===== config.mk =====
export PLATFORM = sky130hd
export DESIGN_NAME = taylor_trig_evaluator
export DESIGN_NICKNAME = d
export VERILOG_FILES = /design/src/rtl/tte_pkg.sv /design/src/rtl/taylor_trig_evaluator.sv
export SDC_FILE = /design/constraint.sdc
export NUM_CORES = 2
export LEC_CHECK = 0
export BUFFER_PORTS_ARGS = -buffer_cell sky130_fd_sc_hd__buf_4
export CORE_MARGIN = 10
export CORE_UTILIZATION = 45
export CTS_CLUSTER_SIZE = 40
export DETAILED_ROUTE_END_ITERATION = 12
export GPL_ROUTABILITY_DRIVEN = 0
export HOLD_SLACK_MARGIN = 0.15
export PLACE_DENSITY = 0.56
export RECOVER_POWER = 50
export SYNTH_ARGS = -nofsm -noshare
export SYNTH_HDL_FRONTEND = slang
export SYNTH_SLANG_ARGS = --single-unit

===== constraint.sdc =====
create_clock -name clk -period 16.13 [get_ports clk]
set_clock_uncertainty 0.05 [all_clocks]
set_input_delay 2.4195 -clock clk [delete_from_list [all_inputs] [get_ports clk]]
set_output_delay 2.4195 -clock clk [all_outputs]
set_load 0.02 [all_outputs]

===== src/rtl/tte_pkg.sv =====
// Shared types and constants of the series trig evaluator.
package tte_pkg;

  // Term magnitude (Q32), series sum (signed Q32), divider widths
  localparam int TW  = 40;
  localparam int SW  = 44;
  localparam int QW  = SW + 32;
  localparam int DW  = SW;
  localparam int SQW = 64;
  localparam int STW = 7;
  localparam int MUL_SHR = 58 - TW;

  localparam logic [1:0] REQ_SIN = 2'd0;
  localparam logic [1:0] REQ_COS = 2'd1;
  localparam logic [1:0] REQ_TAN = 2'd2;
  localparam logic [1:0] REQ_COT = 2'd3;

  localparam logic [1:0] STAT_OK   = 2'd0;
  localparam logic [1:0] STAT_DIVZ = 2'd1;
  localparam logic [1:0] STAT_SAT  = 2'd2;

  localparam logic       CFG_SINE_TERMS   = 1'b0;
  localparam logic       CFG_SERIES_TERMS = 1'b1;
  localparam logic [7:0] SINE_TERMS_RST   = 8'd200;
  localparam logic [7:0] SERIES_TERMS_RST = 8'd10;

  localparam logic signed [47:0] RES_MAX = 48'sh7FFF_FFFF_FFFF;
  localparam logic signed [47:0] RES_MIN = 48'sh8000_0000_0000;

  typedef enum logic [3:0] {
    S_IDLE, S_SQ, S_SINIT, S_ADD, S_MUL, S_DLD, S_DIV, S_SDONE, S_FDIV, S_FIN
  } state_t;

endpackage


===== src/rtl/taylor_trig_evaluator.sv =====
// Top level: sequential Maclaurin-series sine/cosine/tangent/cotangent unit.
//
// Pulse start while busy is low to request one function of in_angle (signed
// Q3.29 radians), selected by in_req_type (0 sin, 1 cos, 2 tan, 3 cot). busy
// stays high for the whole evaluation; the answer shows for exactly one
// cycle with out_valid high, in the same cycle busy drops, and is not held:
// the receiver must capture it then. out_result is signed Q16.32, out_status
// is 0 ok, 1 division by zero, 2 saturated. After the accepting edge the unit
// squares the angle and sets up the series; every term but the last then runs
// a bit-serial shift-add multiply and a restoring divide on the one shared
// multiply and divide datapath, and a wrap-up state ends each series; a zero
// term count skips the terms. Sine uses sine_terms (reset 200); cosine uses
// series_terms (reset 10). Tangent and cotangent run both series on
// series_terms, then a division of the two sums. Term counts above MAX_TERMS
// are clamped to it. Write sine_terms at index 0 and series_terms at index 1
// through the cfg channel; cfg_ready is low while a request is in flight.
module taylor_trig_evaluator #(
  parameter int MAX_TERMS = 255
) (
  input  logic               clk,
  input  logic               rst_n,
  input  logic               start,
  output logic               busy,
  input  logic [1:0]         in_req_type,
  input  logic signed [31:0] in_angle,
  output logic               out_valid,
  output logic signed [47:0] out_result,
  output logic [1:0]         out_status,
  input  logic               cfg_valid,
  output logic               cfg_ready,
  input  logic               cfg_index,
  input  logic [7:0]         cfg_data
);

  localparam int KW    = $clog2(MAX_TERMS + 1);
  localparam int CW    = (KW > 8) ? KW : 8;
  localparam int FW    = $clog2(2 * MAX_TERMS + 2);
  localparam int DEN_W = $clog2(2 * MAX_TERMS * (2 * MAX_TERMS + 1) + 1);

  localparam int TW  = tte_pkg::TW;
  localparam int SW  = tte_pkg::SW;
  localparam int QW  = tte_pkg::QW;
  localparam int DW  = tte_pkg::DW;
  localparam int SQW = tte_pkg::SQW;
  localparam int STW = tte_pkg::STW;

  tte_pkg::state_t state_r, state_nxt;

  logic [7:0]           sine_terms_r, series_terms_r;
  logic [1:0]           op_r, op_nxt;
  logic                 phase_r, phase_nxt;     // tan/cot: 0 sine part, 1 cosine part
  logic                 odd_r, odd_nxt;         // 1 sine series, 0 cosine series
  logic                 neg_r, neg_nxt;
  logic [31:0]          mag_r, mag_nxt;
  logic [SQW-1:0]       sq_r, sq_nxt;
  logic [TW-1:0]        term_r, term_nxt;
  logic                 tneg_r, tneg_nxt;
  logic signed [SW-1:0] sum_r, sum_nxt;
  logic signed [SW-1:0] s_r, s_nxt;
  logic [KW-1:0]        k_r, k_nxt;
  logic [KW-1:0]        cnt_r, cnt_nxt;
  logic [DEN_W-1:0]     den_r, den_nxt;
  logic [SQW-1:0]       acc_r, acc_nxt;
  logic [TW-1:0]        mpl_r, mpl_nxt;
  logic [DW:0]          rem_r, rem_nxt;
  logic [QW-1:0]        quo_r, quo_nxt;
  logic [DW-1:0]        dvs_r, dvs_nxt;
  logic [STW-1:0]       step_r, step_nxt;
  logic                 rneg_r, rneg_nxt;
  logic signed [47:0]   res_r, res_nxt;
  logic [1:0]           st_r, st_nxt;
  logic                 outv_r, outv_nxt;

  // Shared datapath: one shift-add multiply step, one restoring divide step
  logic [SQW:0]   mul_sum;
  logic [DW:0]    rem_sh, rem_sub;
  logic           dv_ge;
  logic [QW-1:0]  quo_step;

  // Per-term helpers
  logic [CW-1:0]        cfg_cnt;
  logic [KW-1:0]        cnt_clamp;
  logic [FW-1:0]        f1;
  logic signed [SW-1:0] num_s, den_s;
  logic [SW-1:0]        num_abs, den_abs;
  logic                 q_sat;

  assign busy       = (state_r != tte_pkg::S_IDLE);
  assign cfg_ready  = ~busy;
  assign out_valid  = outv_r;
  assign out_result = res_r;
  assign out_status = st_r;

  always_comb begin
    mul_sum  = {1'b0, acc_r} + (mpl_r[0] ? {1'b0, sq_r} : {(SQW + 1){1'b0}});
    rem_sh   = {rem_r[DW-1:0], quo_r[QW-1]};
    dv_ge    = (rem_sh >= {1'b0, dvs_r});
    rem_sub  = rem_sh - {1'b0, dvs_r};
    quo_step = {quo_r[QW-2:0], dv_ge};
  end

  always_comb begin
    cfg_cnt   = CW'((op_r == tte_pkg::REQ_SIN) ? sine_terms_r : series_terms_r);
    cnt_clamp = (cfg_cnt > CW'(MAX_TERMS)) ? KW'(MAX_TERMS) : KW'(cfg_cnt);
    f1        = FW'({k_r, 1'b0}) + (odd_r ? FW'(2) : FW'(1));
    // tan = sin/cos, cot = cos/sin
    num_s     = (op_r == tte_pkg::REQ_TAN) ? s_r : sum_r;
    den_s     = (op_r == tte_pkg::REQ_TAN) ? sum_r : s_r;
    num_abs   = num_s[SW-1] ? SW'(-num_s) : SW'(num_s);
    den_abs   = den_s[SW-1] ? SW'(-den_s) : SW'(den_s);
    q_sat     = rneg_r ? ((|quo_r[QW-1:48]) | (quo_r[47] & (|quo_r[46:0])))
                       : (|quo_r[QW-1:47]);
  end

  always_ff @(posedge clk) begin
    if (!rst_n) begin
      state_r        <= tte_pkg::S_IDLE;
      outv_r         <= 1'b0;
      sine_terms_r   <= tte_pkg::SINE_TERMS_RST;
      series_terms_r <= tte_pkg::SERIES_TERMS_RST;
    end else begin
      state_r <= state_nxt;
      outv_r  <= outv_nxt;
      if (cfg_valid && cfg_ready) begin
        if (cfg_index == tte_pkg::CFG_SINE_TERMS) begin
          sine_terms_r <= cfg_data;
        end else begin
          series_terms_r <= cfg_data;
        end
      end
    end
  end

  always_ff @(posedge clk) begin
    op_r   <= op_nxt;   phase_r <= phase_nxt; odd_r  <= odd_nxt;  neg_r  <= neg_nxt;
    mag_r  <= mag_nxt;  sq_r    <= sq_nxt;    term_r <= term_nxt; tneg_r <= tneg_nxt;
    sum_r  <= sum_nxt;  s_r     <= s_nxt;     k_r    <= k_nxt;    cnt_r  <= cnt_nxt;
    den_r  <= den_nxt;  acc_r   <= acc_nxt;   mpl_r  <= mpl_nxt;  rem_r  <= rem_nxt;
    quo_r  <= quo_nxt;  dvs_r   <= dvs_nxt;   step_r <= step_nxt; rneg_r <= rneg_nxt;
    res_r  <= res_nxt;  st_r    <= st_nxt;
  end

  always_comb begin
    state_nxt = state_r;
    op_nxt = op_r;     phase_nxt = phase_r; odd_nxt = odd_r;   neg_nxt = neg_r;
    mag_nxt = mag_r;   sq_nxt = sq_r;       term_nxt = term_r; tneg_nxt = tneg_r;
    sum_nxt = sum_r;   s_nxt = s_r;         k_nxt = k_r;       cnt_nxt = cnt_r;
    den_nxt = den_r;   acc_nxt = acc_r;     mpl_nxt = mpl_r;   rem_nxt = rem_r;
    quo_nxt = quo_r;   dvs_nxt = dvs_r;     step_nxt = step_r; rneg_nxt = rneg_r;
    res_nxt = res_r;   st_nxt = st_r;
    outv_nxt = 1'b0;

    case (state_r)
      tte_pkg::S_IDLE: begin
        if (start) begin
          op_nxt    = in_req_type;
          neg_nxt   = in_angle[31];
          mag_nxt   = in_angle[31] ? (32'd0 - in_angle) : in_angle;
          phase_nxt = 1'b0;
          odd_nxt   = (in_req_type != tte_pkg::REQ_COS);
          state_nxt = tte_pkg::S_SQ;
        end
      end
      tte_pkg::S_SQ: begin
        sq_nxt    = SQW'(mag_r) * SQW'(mag_r);
        state_nxt = tte_pkg::S_SINIT;
      end
      tte_pkg::S_SINIT: begin
        cnt_nxt   = cnt_clamp;
        term_nxt  = odd_r ? TW'({mag_r, 3'b000}) : TW'(64'h1_0000_0000);
        tneg_nxt  = odd_r & neg_r;
        sum_nxt   = '0;
        k_nxt     = '0;
        state_nxt = (cnt_clamp == '0) ? tte_pkg::S_SDONE : tte_pkg::S_ADD;
      end
      tte_pkg::S_ADD: begin
        sum_nxt = tneg_r ? (sum_r - SW'(term_r)) : (sum_r + SW'(term_r));
        den_nxt = DEN_W'(DEN_W'(f1) * DEN_W'(f1 + FW'(1)));
        if (k_r == cnt_r - KW'(1)) begin
          state_nxt = tte_pkg::S_SDONE;
        end else begin
          mpl_nxt   = term_r;
          acc_nxt   = '0;
          step_nxt  = '0;
          state_nxt = tte_pkg::S_MUL;
        end
      end
      tte_pkg::S_MUL: begin
        acc_nxt  = mul_sum[SQW:1];
        mpl_nxt  = mpl_r >> 1;
        step_nxt = step_r + STW'(1);
        if (step_r == STW'(TW - 1)) begin
          state_nxt = tte_pkg::S_DLD;
        end
      end
      tte_pkg::S_DLD: begin
        // (term * x^2) >> 58 = acc >> 18 after TW shift steps
        quo_nxt   = {acc_r[tte_pkg::MUL_SHR +: TW], {(QW - TW){1'b0}}};
        rem_nxt   = '0;
        dvs_nxt   = DW'(den_r);
        step_nxt  = '0;
        state_nxt = tte_pkg::S_DIV;
      end
      tte_pkg::S_DIV: begin
        rem_nxt  = dv_ge ? rem_sub : rem_sh;
        quo_nxt  = quo_step;
        step_nxt = step_r + STW'(1);
        if (step_r == STW'(TW - 1)) begin
          term_nxt  = quo_step[TW-1:0];
          tneg_nxt  = ~tneg_r;
          k_nxt     = k_r + KW'(1);
          state_nxt = tte_pkg::S_ADD;
        end
      end
      tte_pkg::S_SDONE: begin
        if (op_r == tte_pkg::REQ_SIN || op_r == tte_pkg::REQ_COS) begin
          res_nxt   = 48'(sum_r);
          st_nxt    = tte_pkg::STAT_OK;
          outv_nxt  = 1'b1;
          state_nxt = tte_pkg::S_IDLE;
        end else if (!phase_r) begin
          s_nxt     = sum_r;
          phase_nxt = 1'b1;
          odd_nxt   = 1'b0;
          state_nxt = tte_pkg::S_SINIT;
        end else if (den_s == '0) begin
          res_nxt   = num_s[SW-1] ? tte_pkg::RES_MIN : tte_pkg::RES_MAX;
          st_nxt    = tte_pkg::STAT_DIVZ;
          outv_nxt  = 1'b1;
          state_nxt = tte_pkg::S_IDLE;
        end else begin
          rneg_nxt  = num_s[SW-1] ^ den_s[SW-1];
          quo_nxt   = {num_abs, 32'd0};
          rem_nxt   = '0;
          dvs_nxt   = den_abs;
          step_nxt  = '0;
          state_nxt = tte_pkg::S_FDIV;
        end
      end
      tte_pkg::S_FDIV: begin
        rem_nxt  = dv_ge ? rem_sub : rem_sh;
        quo_nxt  = quo_step;
        step_nxt = step_r + STW'(1);
        if (step_r == STW'(QW - 1)) begin
          state_nxt = tte_pkg::S_FIN;
        end
      end
      tte_pkg::S_FIN: begin
        if (q_sat) begin
          res_nxt = rneg_r ? tte_pkg::RES_MIN : tte_pkg::RES_MAX;
          st_nxt  = tte_pkg::STAT_SAT;
        end else begin
          res_nxt = rneg_r ? (48'sd0 - $signed(quo_r[47:0])) : $signed(quo_r[47:0]);
          st_nxt  = tte_pkg::STAT_OK;
        end
        outv_nxt  = 1'b1;
        state_nxt = tte_pkg::S_IDLE;
      end
      default: begin
        state_nxt = tte_pkg::S_IDLE;
      end
    endcase
  end

endmodule


==> impl_metrics.py <==
metrics = {
    "outcome": {
        "outcome": "finished with violations",
        "violations": "capacitance limit, slew limit",
    },
    "placement": {
        "dp.cells": 9398,
        "port_buffers": 99,
        "dp_hpwl_mm": 162,
        "place_ws_ns": 6.95,
    },
    "detailed_routing": {
        "routed_wl_mm": 211,
        "drt_pass1_iterations": 7,
        "drc_errors": 0,
        "ant_nets": 0,
        "routedWlPerCell_um": 22.1,
        "drtIter0Drc": 4091,
        "vias": 52530,
        "routed_via_density": 5.51,
    },
    "worst_setup_path": {
        "r2r_end": "sq_r[62]",
        "start_kind": "flop",
        "r2r_start": "mag_r[0]",
        "crit_arrival_ns": 10.53,
        "critical_path.slowest_cell": "clkbuf_1",
        "end_kind": "flop",
        "worst-path-max-fanout": 35,
        "critPathKind": "flop to flop",
        "r2r_setup_slack_ns": 5.95,
        "required_ns": 16.49,
        "reg2regPathDepth": 28,
        "cpPeakStageDelay_ns": 1.85,
    },
    "timing": {
        "tns_ns": 0,
        "finalWorstSetupSlack_ns": 5.95,
        "maxSlewViolCount": 1060,
        "slew_headroom_pct": -161,
        "fin_crit_sh_pct": 63.1,
        "max_freq_ghz": 0.0983,
        "fin_crit_ns": 10.18,
        "worst_pin_slew_ns": 3.91,
        "hold_viol": 0,
        "grt_setup_unrepaired": "no",
        "setup_violations": 0,
    },
    "job": {
        "drv_cap": 23,
    },
    "layout": {
        "instances_no_fill": 9542,
        "regArea_sq_mm": 0.0181,
        "areaGrowthSynthToFinish_pct": 7.01,
        "nNetsFinal": 8826,
        "drive_gt1_share_pct": 4.46,
        "antenna_cells": 0,
        "multi_input_area_sq_mm": 0.0470,
        "nFillCells": 14927,
    },
    "logic_synthesis": {
        "synthDominantCellAreaShare_pct": 24.9,
        "synth_seq_area_share_pct": 25.5,
        "yosysWarnings": 0,
        "synth_largest_area_cell": "edfxtp_1",
        "ys_types": 82,
        "synth_area_leaders": "edfxtp_1 25%, fa_1 24%, ha_1 8.9%, inv_1 6.5%, xnor2_1 3.8%",
        "syn-num-nets": 8908,
        "synth-async-reset-ratio_pct": 0,
        "avgSynthCellArea_sq_um": 9.46,
        "ys.flop_type": "edfxtp_1",
        "ys_ff_latch": 609,
        "synth_edf_count": 588,
        "netlist_area_sq_mm": 0.0709,
        "synth_cells": 7501,
    },
    "die": {
        "chipHeight_um": 417,
        "rows": 145,
        "io_pins": 100,
        "core_area_sq_mm": 0.156,
        "dieWidth_um": 417,
        "start_util_pct": 45.4,
        "dieArea_sq_mm": 0.174,
    },
    "grt": {
        "use_met1_pct": 31.6,
        "grt_pass1_vias": 54916,
        "grt_util_met2_pct": 41.2,
        "grt_use_total_pct": 24.2,
        "grt_pass1_wl_mm": 328,
        "grt_max_degree": 75,
        "grt_busiest_layer": "met2",
        "grtUsageMet3_pct": 3.24,
        "antenna_found_initial": 9,
        "gr-total-overflow": 0,
    },
    "worst_hold_path": {
        "hold_path.startpoint": "sine_terms_r[2]",
        "hold_depth": 2,
        "hp-class": "flop to flop",
        "whs_endpoint": "sine_terms_r[2]",
    },
    "clock_network": {
        "htree_levels": 3,
        "cts.sinks": 609,
        "cts_tree": "built",
        "clk_pin_slew_worst_paths_ns": 0.06,
        "post_cts_buffers": 0,
        "cts-root-buf": "clkbuf_16",
        "ctsHoldBuffers": 0,
        "ctsResizeCount": 0,
        "clkLatencyLatePin_ns": 0.70,
        "cts_made_buffers": 77,
        "cts_buffer_depth": 3,
    },
}
-- area by class of cell --
class,count,area share [%]
Multi-Input combinational cell,5323,62.0
Clock buffer,98,2.70
Timing Repair Buffer,181,1.37
Sequential cell,609,23.8
Tap cell,2058,3.39
Clock inverter,46,0.712
Inverter,1227,6.07
-- cell usage after synthesis (10+ instances only) --
library cell and instances:
inv_1 1222, fa_1 854, nand2_1 707, edfxtp_1 588
ha_1 506, nor2_1 422, a21oi_1 383, and2_1 351
xnor2_1 311, clkbuf_1 305, o21ai_0 277, a21o_1 184
xor2_1 154, nand3_1 131, nor3_1 131, mux2i_1 100
nand2b_1 63, nor2b_1 58, o31ai_1 53, nand4_1 44
o21bai_1 44, a31oi_1 42, or3_1 42, or2_2 40
and3_1 39, a22oi_1 31, a21oi_2 29, nor4_1 28
dfxtp_1 21, o21a_1 21, or4_1 21, buf_2 20
a31o_2 17, mux2_2 17, a221oi_1 16, o211ai_1 16
a211oi_1 15, a21boi_0 14, nor3b_1 14, o41ai_1 14
buf_1 13, a41oi_1 11, and4_1 10, o22ai_1 10
-- through the flow --
| step | instance area, sq um | util [%] | hold slack, ns |
|---|---|---|---|
| detailed placement | 73700 | 47.1 | 0.406 |
| finish | 75900 | 48.5 | 0.410 |
| global route | 75900 | 48.5 | 0.444 |
| CTS | 76300 | 48.8 | 0.413 |
| global placement | 73700 | 47.1 | 0.395 |
| floorplan | 70900 | - | 0.385 |
-- layer usage --
metal	wire length (um)	share of wire, %
met1	89400	42
met2	102000	48
met5	64	0.030
met4	8090	3.8
met3	11700	5.6
-- critical path, delay by kind of cell (launching register included) --
kind | cells | cell delay [ns]
buf+inv | 7 | 2.37
fa+ha+maj | 9 | 3.88
xor+xnor | 1 | 0.30
flops | 1 | 0.31
compound gates | 9 | 2.18
simple gates | 2 | 0.77
-- worst max-delay path by stage --
stage,start,slack [ns],end,cells after the start
6_report,mag_r[0],5.95,sq_r[62],28
3_5_place_dp,mag_r[18],6.95,sq_r[62],27
5_1_grt,mag_r[0],5.39,sq_r[62],29
3_3_place_gp,mag_r[18],7.05,sq_r[62],27
2_1_floorplan,op_r[1],5.45,quo_r[0],20
4_1_cts,mag_r[18],6.95,sq_r[62],27
-- layout by cell type (no fill, tap or decap), types with 17 or more instances in the layout --
cell type,n
a21o_1,184
a21oi_1,381
a21oi_2,30
a22oi_1,31
a31o_2,17
a31oi_1,42
and2_0,23
and2_1,327
and3_1,39
buf_4,95
clkbuf_1,104
clkbuf_16,79
dfxtp_1,21
edfxtp_1,588
fa_1,854
ha_1,506
inv_1,1222
mux2i_1,100
nand2_1,706
nand2b_1,61
nand3_1,131
nand4_1,44
nor2_1,418
nor2b_1,57
nor3_1,131
nor4_1,28
o21a_1,21
o21ai_0,276
o21bai_1,42
o31ai_1,53
or2_2,38
or3_1,42
or4_1,21
xnor2_1,311
xor2_1,154
-- cell families after synthesis --
logic type,share of synthesized area (%)
compound gates,11.3
flops,25.5
mux,1.68
xor+xnor,5.74
buf+inv,8.37
fa+ha+maj,33.0
simple gates,14.5
-- flip-flops by register name, summed over array words and instances, names as in the netlist, 32 cells and up --
signal / count
out_result: 48
acc_r: 64
sum_r: 44
sq_r: 63
mpl_r: 40
mag_r: 32
rem_r: 44
dvs_r: 44
s_r: 44
term_r: 40
quo_r: 76
Power is not shown: default switching activity piles up to over one toggle a cycle in this logic, so the estimate is an artifact.
